<file path="src/rtl/core/owm_pkg.sv">
package owm_pkg;

  // Timer and register widths.
  localparam int TIMER_BITS = 10;
  localparam int CFG_W      = 10;
  localparam int CFG_IDX_W  = 3;
  localparam int BYTE_W     = 8;
  localparam int CNT_W      = 4;

  localparam logic [TIMER_BITS-1:0] TIMER_MAX = '1;
  localparam logic [CNT_W-1:0]      BITS_PER_BYTE = CNT_W'(BYTE_W);

  // Configuration register indexes.
  localparam logic [CFG_IDX_W-1:0] REG_RESET_LOW     = 3'd0;
  localparam logic [CFG_IDX_W-1:0] REG_PRESENCE_WAIT = 3'd1;
  localparam logic [CFG_IDX_W-1:0] REG_RESET_TAIL    = 3'd2;
  localparam logic [CFG_IDX_W-1:0] REG_SHORT_PULSE   = 3'd3;
  localparam logic [CFG_IDX_W-1:0] REG_SLOT          = 3'd4;
  localparam logic [CFG_IDX_W-1:0] REG_READ_SAMPLE   = 3'd5;

  // Register values after reset.
  localparam logic [CFG_W-1:0] RST_RESET_LOW     = 10'd600;
  localparam logic [CFG_W-1:0] RST_PRESENCE_WAIT = 10'd80;
  localparam logic [CFG_W-1:0] RST_RESET_TAIL    = 10'd500;
  localparam logic [CFG_W-1:0] RST_SHORT_PULSE   = 10'd1;
  localparam logic [CFG_W-1:0] RST_SLOT          = 10'd80;
  localparam logic [CFG_W-1:0] RST_READ_SAMPLE   = 10'd2;

  typedef enum logic [1:0] {
    OP_TICK  = 2'd0,
    OP_RESET = 2'd1,
    OP_WRITE = 2'd2,
    OP_READ  = 2'd3
  } op_e;

  typedef enum logic [3:0] {
    PH_IDLE     = 4'd0,
    PH_RST_LOW  = 4'd1,
    PH_RST_WAIT = 4'd2,
    PH_RST_TAIL = 4'd3,
    PH_WR_LOW   = 4'd4,
    PH_WR_REL   = 4'd5,
    PH_RD_LOW   = 4'd6,
    PH_RD_WAIT  = 4'd7,
    PH_RD_TAIL  = 4'd8
  } phase_e;

  typedef struct packed {
    logic [CFG_W-1:0] reset_low_ticks;
    logic [CFG_W-1:0] presence_wait_ticks;
    logic [CFG_W-1:0] reset_tail_ticks;
    logic [CFG_W-1:0] short_pulse_ticks;
    logic [CFG_W-1:0] slot_ticks;
    logic [CFG_W-1:0] read_sample_ticks;
  } cfg_t;

  typedef struct packed {
    logic              drive_low;
    logic              busy_res;
    logic              done_res;
    logic              presence;
    logic [BYTE_W-1:0] read_data;
    logic              cmd_ignored;
  } result_t;

  // Phase length in ticks: a zero register counts as one, and a value beyond
  // the timer range saturates.
  function automatic logic [TIMER_BITS-1:0] dur(input logic [CFG_W-1:0] v);
    logic [CFG_W-1:0] w;
    w = (v == '0) ? CFG_W'(1) : v;
    if (w > CFG_W'(TIMER_MAX)) begin
      return TIMER_MAX;
    end
    return TIMER_BITS'(w);
  endfunction

endpackage

</file>
<file path="src/rtl/core/owm_if.sv">
// Tick channel into the master.
interface owm_in_if;
  import owm_pkg::*;
  logic              valid;
  logic              ready;
  op_e               op;
  logic [BYTE_W-1:0] data_byte;
  logic              line_in;
  modport source (output valid, op, data_byte, line_in, input ready);
  modport sink (input valid, op, data_byte, line_in, output ready);
endinterface

// Result channel out of the master.
interface owm_out_if;
  import owm_pkg::*;
  logic              valid;
  logic              ready;
  logic              drive_low;
  logic              busy_res;
  logic              done_res;
  logic              presence;
  logic [BYTE_W-1:0] read_data;
  logic              cmd_ignored;
  modport source (output valid, drive_low, busy_res, done_res, presence, read_data,
                  cmd_ignored, input ready);
  modport sink (input valid, drive_low, busy_res, done_res, presence, read_data,
                cmd_ignored, output ready);
endinterface

// Register write channel.
interface owm_cfg_if;
  import owm_pkg::*;
  logic                 valid;
  logic                 ready;
  logic [CFG_IDX_W-1:0] index;
  logic [CFG_W-1:0]     data;
  modport source (output valid, index, data, input ready);
  modport sink (input valid, index, data, output ready);
endinterface

</file>
<file path="src/rtl/core/owm_cfg.sv">
module owm_cfg (
  input  logic          clk_i,
  input  logic          rst_ni,
  owm_cfg_if.sink       cfg_i,
  output owm_pkg::cfg_t regs_o
);
  import owm_pkg::*;

  cfg_t regs_q;

  // Writes are always taken.
  assign cfg_i.ready = 1'b1;

  // Register file; writes to unknown indexes are dropped.
  always_ff @(posedge clk_i or negedge rst_ni) begin
    if (!rst_ni) begin
      regs_q.reset_low_ticks     <= RST_RESET_LOW;
      regs_q.presence_wait_ticks <= RST_PRESENCE_WAIT;
      regs_q.reset_tail_ticks    <= RST_RESET_TAIL;
      regs_q.short_pulse_ticks   <= RST_SHORT_PULSE;
      regs_q.slot_ticks          <= RST_SLOT;
      regs_q.read_sample_ticks   <= RST_READ_SAMPLE;
    end else if (cfg_i.valid) begin
      case (cfg_i.index)
        REG_RESET_LOW:     regs_q.reset_low_ticks     <= cfg_i.data;
        REG_PRESENCE_WAIT: regs_q.presence_wait_ticks <= cfg_i.data;
        REG_RESET_TAIL:    regs_q.reset_tail_ticks    <= cfg_i.data;
        REG_SHORT_PULSE:   regs_q.short_pulse_ticks   <= cfg_i.data;
        REG_SLOT:          regs_q.slot_ticks          <= cfg_i.data;
        REG_READ_SAMPLE:   regs_q.read_sample_ticks   <= cfg_i.data;
        default: begin
        end
      endcase
    end
  end

  assign regs_o = regs_q;

endmodule

</file>
<file path="src/rtl/core/owm_engine.sv">
module owm_engine (
  input  logic                          clk_i,
  input  logic                          rst_ni,
  input  logic                          fire_i,
  input  owm_pkg::op_e                  op_i,
  input  logic [owm_pkg::BYTE_W-1:0]    data_byte_i,
  input  logic                          line_in_i,
  input  owm_pkg::cfg_t                 cfg_i,
  output owm_pkg::result_t              res_o
);
  import owm_pkg::*;

  phase_e                phase_q, phase_d;
  logic [TIMER_BITS-1:0] timer_q, timer_d, timer_dec;
  logic [BYTE_W-1:0]     shift_q, shift_d, shift_n;
  logic [CNT_W-1:0]      cnt_q, cnt_d, cnt_n;
  op_e                   kind_q, kind_d;
  logic                  presence_q, presence_d;
  logic [BYTE_W-1:0]     last_read_q, last_read_d;
  logic                  done, ignored, finish;

  // Next state for one tick.
  always_comb begin
    phase_d     = phase_q;
    timer_d     = timer_q;
    shift_d     = shift_q;
    cnt_d       = cnt_q;
    kind_d      = kind_q;
    presence_d  = presence_q;
    last_read_d = last_read_q;
    done        = 1'b0;
    ignored     = 1'b0;
    finish      = 1'b0;
    timer_dec   = (timer_q != '0) ? timer_q - TIMER_BITS'(1) : timer_q;
    shift_n     = shift_q >> 1;
    cnt_n       = cnt_q + CNT_W'(1);
    if (fire_i) begin
      if (phase_q == PH_IDLE) begin
        if (op_i != OP_TICK) begin
          kind_d = op_i;
          cnt_d  = '0;
        end
        unique case (op_i)
          OP_TICK: begin
          end
          OP_RESET: begin
            phase_d = PH_RST_LOW;
            timer_d = dur(cfg_i.reset_low_ticks);
          end
          OP_WRITE: begin
            shift_d = data_byte_i;
            phase_d = PH_WR_LOW;
            timer_d = dur(data_byte_i[0] ? cfg_i.short_pulse_ticks : cfg_i.slot_ticks);
          end
          OP_READ: begin
            shift_d = '0;
            phase_d = PH_RD_LOW;
            timer_d = dur(cfg_i.short_pulse_ticks);
          end
        endcase
      end else begin
        ignored = (op_i != OP_TICK);
        timer_d = timer_dec;
        if (timer_dec == '0) begin
          case (phase_q)
            PH_RST_LOW: begin
              phase_d = PH_RST_WAIT;
              timer_d = dur(cfg_i.presence_wait_ticks);
            end
            PH_RST_WAIT: begin
              presence_d = !line_in_i;
              phase_d    = PH_RST_TAIL;
              timer_d    = dur(cfg_i.reset_tail_ticks);
            end
            PH_WR_LOW: begin
              phase_d = PH_WR_REL;
              timer_d = dur(shift_q[0] ? cfg_i.slot_ticks : cfg_i.short_pulse_ticks);
            end
            PH_WR_REL: begin
              shift_d = shift_n;
              cnt_d   = cnt_n;
              if (cnt_n >= BITS_PER_BYTE) begin
                finish = 1'b1;
              end else begin
                phase_d = PH_WR_LOW;
                timer_d = dur(shift_n[0] ? cfg_i.short_pulse_ticks : cfg_i.slot_ticks);
              end
            end
            PH_RD_LOW: begin
              phase_d = PH_RD_WAIT;
              timer_d = dur(cfg_i.read_sample_ticks);
            end
            PH_RD_WAIT: begin
              shift_d = {line_in_i, shift_q[BYTE_W-1:1]};
              phase_d = PH_RD_TAIL;
              timer_d = dur(cfg_i.slot_ticks);
            end
            PH_RD_TAIL: begin
              cnt_d = cnt_n;
              if (cnt_n >= BITS_PER_BYTE) begin
                last_read_d = shift_q;
                finish      = 1'b1;
              end else begin
                phase_d = PH_RD_LOW;
                timer_d = dur(cfg_i.short_pulse_ticks);
              end
            end
            default: finish = 1'b1;
          endcase
        end
        if (finish) begin
          phase_d = PH_IDLE;
          timer_d = '0;
          done    = 1'b1;
        end
      end
    end
  end

  // Result of the tick, taken from the state after it.
  always_comb begin
    res_o.drive_low   = (phase_d == PH_RST_LOW) || (phase_d == PH_WR_LOW) ||
                        (phase_d == PH_RD_LOW);
    res_o.busy_res    = (phase_d != PH_IDLE);
    res_o.done_res    = done;
    res_o.presence    = presence_d;
    res_o.read_data   = last_read_d;
    res_o.cmd_ignored = ignored;
  end

  // Sequencer state.
  always_ff @(posedge clk_i or negedge rst_ni) begin
    if (!rst_ni) begin
      phase_q     <= PH_IDLE;
      timer_q     <= '0;
      shift_q     <= '0;
      cnt_q       <= '0;
      kind_q      <= OP_TICK;
      presence_q  <= 1'b0;
      last_read_q <= '0;
    end else begin
      phase_q     <= phase_d;
      timer_q     <= timer_d;
      shift_q     <= shift_d;
      cnt_q       <= cnt_d;
      kind_q      <= kind_d;
      presence_q  <= presence_d;
      last_read_q <= last_read_d;
    end
  end

`ifndef SYNTHESIS
  a_idle_timer_clear: assert property (@(posedge clk_i) disable iff (!rst_ni)
    phase_q == PH_IDLE |-> timer_q == '0) else $error("timer running while idle");
  a_busy_timer_live: assert property (@(posedge clk_i) disable iff (!rst_ni)
    phase_q != PH_IDLE |-> timer_q != '0) else $error("timer expired in a phase");
  a_busy_has_kind: assert property (@(posedge clk_i) disable iff (!rst_ni)
    phase_q != PH_IDLE |-> kind_q != OP_TICK) else $error("phase without command");
  a_bit_count_range: assert property (@(posedge clk_i) disable iff (!rst_ni)
    cnt_q <= BITS_PER_BYTE) else $error("bit count past one byte");
  a_done_goes_idle: assert property (@(posedge clk_i) disable iff (!rst_ni)
    fire_i && done |=> phase_q == PH_IDLE) else $error("done without return to idle");
`endif

endmodule

</file>
<file path="src/rtl/core/one_wire_bus_master_top.sv">
// 1-Wire bus master, one input transaction per bus tick.
// in_i carries op (tick only, reset with presence detect, write byte,
// read byte), data_byte for writes and line_in, the sampled bus level.
// out_o returns one transaction per input tick: drive_low for the bus
// pad, busy and done flags, the presence result of the last reset, the
// byte of the last finished read and a flag for commands dropped while busy.
// cfg_i writes the six timing registers (index 0..5) and is always ready;
// write only while no tick is in flight.
// An accepted tick is held in the input register, and its result is
// registered in the result register before out_o offers it.
// Throughput: one tick per cycle while out_o does not stall; the whole tick
// update is one pass of logic between the input register and the result register.
// Reset clears the sequencer to idle, presence and read byte to zero and the
// timing registers to their defaults. When out_o stalls, the result is held,
// one further tick waits in the input register, and in_i.ready falls.
module one_wire_bus_master_top (
  input  logic     clk_i,
  input  logic     rst_ni,
  owm_in_if.sink   in_i,
  owm_out_if.source out_o,
  owm_cfg_if.sink  cfg_i
);
  import owm_pkg::*;

  cfg_t              regs;
  result_t           res, res_q;
  logic              s1_valid_q, out_valid_q, fire;
  op_e               s1_op_q;
  logic [BYTE_W-1:0] s1_data_q;
  logic              s1_line_q;

  owm_cfg u_cfg (
    .clk_i  (clk_i),
    .rst_ni (rst_ni),
    .cfg_i  (cfg_i),
    .regs_o (regs)
  );

  // A tick is processed when the result register is free or being emptied.
  assign fire       = s1_valid_q && (!out_valid_q || out_o.ready);
  assign in_i.ready = !s1_valid_q || fire;

  // Input register.
  always_ff @(posedge clk_i or negedge rst_ni) begin
    if (!rst_ni) begin
      s1_valid_q <= 1'b0;
    end else if (in_i.ready) begin
      s1_valid_q <= in_i.valid;
    end
  end

  always_ff @(posedge clk_i) begin
    if (in_i.ready && in_i.valid) begin
      s1_op_q   <= in_i.op;
      s1_data_q <= in_i.data_byte;
      s1_line_q <= in_i.line_in;
    end
  end

  owm_engine u_engine (
    .clk_i       (clk_i),
    .rst_ni      (rst_ni),
    .fire_i      (fire),
    .op_i        (s1_op_q),
    .data_byte_i (s1_data_q),
    .line_in_i   (s1_line_q),
    .cfg_i       (regs),
    .res_o       (res)
  );

  // Result register.
  always_ff @(posedge clk_i or negedge rst_ni) begin
    if (!rst_ni) begin
      out_valid_q <= 1'b0;
    end else if (fire) begin
      out_valid_q <= 1'b1;
    end else if (out_o.ready) begin
      out_valid_q <= 1'b0;
    end
  end

  always_ff @(posedge clk_i) begin
    if (fire) begin
      res_q <= res;
    end
  end

  assign out_o.valid       = out_valid_q;
  assign out_o.drive_low   = res_q.drive_low;
  assign out_o.busy_res    = res_q.busy_res;
  assign out_o.done_res    = res_q.done_res;
  assign out_o.presence    = res_q.presence;
  assign out_o.read_data   = res_q.read_data;
  assign out_o.cmd_ignored = res_q.cmd_ignored;

endmodule
</file>
<file path="src/flat_wrapper.sv">
// flat-port wrapper written by rule: the top's interface ports become plain ports
module one_wire_bus_master_top_flat import owm_pkg::*;
  (clk_i, rst_ni, in_i_valid, in_i_op, in_i_data_byte, in_i_line_in, in_i_ready, out_o_valid, out_o_drive_low, out_o_busy_res, out_o_done_res, out_o_presence, out_o_read_data, out_o_cmd_ignored, out_o_ready, cfg_i_valid, cfg_i_index, cfg_i_data, cfg_i_ready);
  owm_in_if in_i_i ();
  owm_out_if out_o_i ();
  owm_cfg_if cfg_i_i ();
  input  logic clk_i;
  input  logic rst_ni;
  input wire logic [$bits(in_i_i.valid)-1:0] in_i_valid;
  input wire logic [$bits(in_i_i.op)-1:0] in_i_op;
  input wire logic [$bits(in_i_i.data_byte)-1:0] in_i_data_byte;
  input wire logic [$bits(in_i_i.line_in)-1:0] in_i_line_in;
  output wire logic [$bits(in_i_i.ready)-1:0] in_i_ready;
  output wire logic [$bits(out_o_i.valid)-1:0] out_o_valid;
  output wire logic [$bits(out_o_i.drive_low)-1:0] out_o_drive_low;
  output wire logic [$bits(out_o_i.busy_res)-1:0] out_o_busy_res;
  output wire logic [$bits(out_o_i.done_res)-1:0] out_o_done_res;
  output wire logic [$bits(out_o_i.presence)-1:0] out_o_presence;
  output wire logic [$bits(out_o_i.read_data)-1:0] out_o_read_data;
  output wire logic [$bits(out_o_i.cmd_ignored)-1:0] out_o_cmd_ignored;
  input wire logic [$bits(out_o_i.ready)-1:0] out_o_ready;
  input wire logic [$bits(cfg_i_i.valid)-1:0] cfg_i_valid;
  input wire logic [$bits(cfg_i_i.index)-1:0] cfg_i_index;
  input wire logic [$bits(cfg_i_i.data)-1:0] cfg_i_data;
  output wire logic [$bits(cfg_i_i.ready)-1:0] cfg_i_ready;
  assign in_i_i.valid = in_i_valid;
  assign in_i_i.op = in_i_op;
  assign in_i_i.data_byte = in_i_data_byte;
  assign in_i_i.line_in = in_i_line_in;
  assign in_i_ready = in_i_i.ready;
  assign out_o_valid = out_o_i.valid;
  assign out_o_drive_low = out_o_i.drive_low;
  assign out_o_busy_res = out_o_i.busy_res;
  assign out_o_done_res = out_o_i.done_res;
  assign out_o_presence = out_o_i.presence;
  assign out_o_read_data = out_o_i.read_data;
  assign out_o_cmd_ignored = out_o_i.cmd_ignored;
  assign out_o_i.ready = out_o_ready;
  assign cfg_i_i.valid = cfg_i_valid;
  assign cfg_i_i.index = cfg_i_index;
  assign cfg_i_i.data = cfg_i_data;
  assign cfg_i_ready = cfg_i_i.ready;
  one_wire_bus_master_top u_core (.clk_i(clk_i), .rst_ni(rst_ni), .in_i(in_i_i), .out_o(out_o_i), .cfg_i(cfg_i_i));
endmodule
</file>
<file path="config.mk">
export PLATFORM = sky130hd
export DESIGN_NAME = one_wire_bus_master_top_flat
export DESIGN_NICKNAME = d
export VERILOG_FILES = /design/src/rtl/core/owm_pkg.sv /design/src/rtl/core/owm_if.sv /design/src/rtl/core/owm_cfg.sv /design/src/rtl/core/owm_engine.sv /design/src/rtl/core/one_wire_bus_master_top.sv /design/src/flat_wrapper.sv
export SDC_FILE = /design/constraint.sdc
export NUM_CORES = 1
export LEC_CHECK = 0
export ABC_CLOCK_PERIOD_IN_PS = 7500
export BUFFER_PORTS_ARGS = -buffer_cell sky130_fd_sc_hd__buf_2
export CAP_MARGIN = 0
export CELL_PAD_IN_SITES_DETAIL_PLACEMENT = 0
export CELL_PAD_IN_SITES_GLOBAL_PLACEMENT = 1
export CORE_MARGIN = 5
export CORE_UTILIZATION = 45
export CTS_CLUSTER_SIZE = 10
export DETAILED_ROUTE_END_ITERATION = 16
export GPL_ROUTABILITY_DRIVEN = 0
export PLACE_DENSITY_LB_ADDON = 0.1
export SLEW_MARGIN = 20
export SYNTH_ARGS = -nofsm -noshare
export SYNTH_HDL_FRONTEND = slang
export SYNTH_SLANG_ARGS = --single-unit
</file>
<file path="constraint.sdc">
create_clock -name clk_i -period 7.5 [get_ports clk_i]
set_input_delay 0.75 -clock clk_i [delete_from_list [all_inputs] [get_ports clk_i]]
set_output_delay 0.75 -clock clk_i [all_outputs]
set_load 0.01 [all_outputs]
</file>
==> impl_metrics.yaml <==
status:
  status: "finished, final reports clean"
global_route:
  met3_usage_pct: 5.272
  overflow: 0
  grt-busiest-layer: "met2"
  antenna_found_initial: 0
  use_met1_pct: 30.22
  met2_usage_pct: 32.58
  grtUsageTotal_pct: 21.47
  grt_pass1_wl_um: 27390
  grt_max_degree: 59
  grt_pass1_vias: 4948
synth:
  seq_area_frac_synth_pct: 50.10
  synth_area_mm2: 0.006324
  synth.distinct_cells: 73
  synth_top_family_by_area: "simple AND/OR/NAND/NOR gates"
  synth.avg_cell_area_um2: 10.63
  synth_top_area_cell: "dfrtp_1"
  netlist_instances: 595
  synth_xor_area_share_pct: 0.4155
  ys_ff_latch: 121
  yosys.area.top_type_share_pct: 32.05
  synth_nets: 626
  synth_simple_gate_area_share_pct: 16.07
  synthAdderAreaFrac_pct: 0.3957
  synth_compound_area_share_pct: 16.05
  ys_async_sr_fraction_pct: 80.17
  ys_warn_count: 0
  synth-main-ff-cell: "dfrtp_1"
  ys_top_cells_by_area: "dfrtp_1 (32%), mux2_2 (12%), edfxtp_1 (11%), dfstp_2 (6.6%), nor2_1 (2.8%)"
  synthMuxAreaShare_pct: 13.79
  synth_edf_count: 24
final_layout:
  areaGrowthSynthToFinish_pct: 16.42
  diodes: 0
  layout_common_cells: "dfrtp_1 (81), mux2_2 (65), nor2_1 (48), nand2_1 (43), buf_2 (42)"
  final_cells: 827
  final_layout_size_suffix_gt1_share_pct: 28.13
  layout_commonest_cell: "dfrtp_1"
  nets: 665
sta:
  finalClockSkew_ps: 7.422
  final_max_slew_viol_count: 0
  setup_tns_ps: 0
  rsz0062_at_grt: "false"
  period_share_pct: 50.83
  max_slew.worst_pin.slew_ps: 904.3
  max_freq_ghz: 0.2623
  finalCriticalPeriod_ps: 3812
  timing.final.hold_violations: 0
  setup_viol: 0
  slew-limit-headroom_pct: 39.25
clocking:
  clock_path_buffers: 2
  numCtsBuffers: 17
  cts_hold_buf: 0
  postCtsSetupBuffers: 0
  cts.clk_slew.worst_paths_ps: 60
  worst_skew_pair.late_latency_ps: 410
  cts.repair.resized: 0
  cts_sinks: 121
  tritoncts: "yes"
  root_buffer: "clkbuf_16"
  h-tree-depth: 4
critical_path:
  cp-start-kind: "flop"
  critPathCaptureType: "flop"
  r2r_start: "u_core.u_engine.timer_q[0]"
  path_max_fanout: 9
  r2r-end: "u_core.out_o.read_data[2]"
  worstPathRequired_ps: 7660
  cp-startpoint: "u_core.u_engine.timer_q[0]"
  rrSetupSlack_ps: 3690
  cp_data_arrival_time_ps: 3980
  path_class: "reg2reg"
  endpoint: "u_core.out_o.read_data[2]"
  reg2regPathDepth: 8
floorplanning:
  ios: 45
  fp.dieH_um: 128.5
  core_area_mm2: 0.01383
  initial_core_util_pct: 45.73
  die_area_mm2: 0.01652
  dieWidth_um: 128.5
  fp-row-count: 43
routing:
  routed_wl_um: 16890
  detail_route.wl_per_cell_um: 20.42
  post-route-drc-count: 0
  antenna_left: 0
  drt-initial-drc-count: 363
  num_vias: 5038
  dr.pass1.iters: 6
  vias_per_cell: 6.092
power:
  max-vdd-ir-drop_mv: 0.2052
  p_per_area_mw_per_mm2: 357.5
  leakagePower_nw: 2.956
place:
  dpl.hpwl_um: 12170
  dp_cells: 795
  portBuffers: 43
flow_run:
  cap_violations: 0
min_path:
  hold_class: "in2async"
layout make-up:
| cell class | count | area (um2) |
|---|---|---|
| clock inverter | 13 | 176.4 |
| multi-input combinational | 426 | 2989 |
| timing repair buffer | 56 | 315.3 |
| sequential | 121 | 3168 |
| fill | 1217 | 6465 |
| inverter | 12 | 45.04 |
| tap | 180 | 225.2 |
| clock buffer | 19 | 442.9 |
report_power, final:
group / switching, mW / internal [mW] / total, mW
logic: 0.404 / 0.311 / 0.715
registers: 0.226 / 0.836 / 1.06
clock network: 0.294 / 0.561 / 0.855
cell usage after synthesis (5+ instances only):
master	instances
dfrtp_1	81
mux2_2	65
nor2_1	48
nand2_1	43
o21ai_0	35
clkbuf_1	29
a21oi_1	27
nand3_1	26
edfxtp_1	24
nor3_1	18
a31oi_1	16
dfstp_2	16
inv_1	12
nand2b_1	10
nor4_1	9
mux2i_1	8
o211ai_1	8
and3_1	6
a221oi_1	5
a22oi_1	5
o31ai_1	5
or3_1	5
or4_1	5
layer usage:
metal | part of all wire (%) | vias up
li1 | - | 2343
met1 | 47 | 2505
met2 | 46 | 169
met3 | 5.8 | 21
met4 | 1.4 | 0
met5 | 0 | -
how the worst min path moves through the flow:
stage | slack, ps | from | cells past startpoint | endpoint
2_1_floorplan | 440 | u_core.u_engine.presence_q | 1 | u_core.u_engine.presence_q
5_1_grt | 360 | rst_ni | 1 | u_core.u_engine.timer_q[9]
3_3_place_gp | 460 | u_core.u_engine.last_read_q[3] | 1 | u_core.u_engine.last_read_q[3]
4_1_cts | 330 | rst_ni | 1 | u_core.u_engine.timer_q[9]
3_5_place_dp | 470 | u_core.u_engine.last_read_q[6] | 1 | u_core.u_engine.last_read_q[6]
6_report | 320 | rst_ni | 1 | u_core.u_engine.timer_q[9]
cell families (layout without fill, tap and decap cells):
family / after synthesis / in the layout
DFF: 121 / 121
and+or+nand+nor: 195 / 195
buffers and inverters: 48 / 100
adders and majority gates: 2 / 2
xor gates and xnor gates: 3 / 3
muxes: 78 / 78
AOI/OAI and AO/OA: 147 / 147
other: 1 / 1
flip-flops by register name, indices dropped and copies added, names as in the netlist, 2 cells and up:
signal	flops
u_core.u_cfg.regs_o	60
u_core.u_engine.timer_q	10
u_core.out_o.read_data	8
u_core.s1_data_q	8
u_core.u_engine.last_read_q	8
u_core.u_engine.shift_q	8
u_core.u_engine.cnt_q	4
u_core.u_engine.phase_q	4
u_core.s1_op_q	2
critical path, stage by stage (launching register included):
cell and delay, ps:
dfrtp_1 450, inv_1 130, ha_1 270, nor3b_1 700, a311oi_1 200, a211oi_1 670, nand4_4 240, nor3_4 490
mux2_2 410
metrics by stage:
| stage | power, mW | cell area, um2 | util [%] | setup slack, ps | hold slack, ps |
|---|---|---|---|---|---|
| 3_5_place_dp | 1.771 | 6743 | 48.76 | 3781 | 470.8 |
| 2_1_floorplan | 1.524 | 6324 | - | 4256 | 441.3 |
| 5_1_grt | 2.786 | 7362 | 53.24 | 3381 | 360.9 |
| 3_3_place_gp | 1.765 | 6743 | 48.76 | 3882 | 461.6 |
| 6_report | 2.632 | 7362 | 53.24 | 3688 | 322.0 |
| 4_1_cts | 2.638 | 7362 | 53.24 | 3751 | 330.1 |
Note: power is estimated with default switching activity, not from simulation.
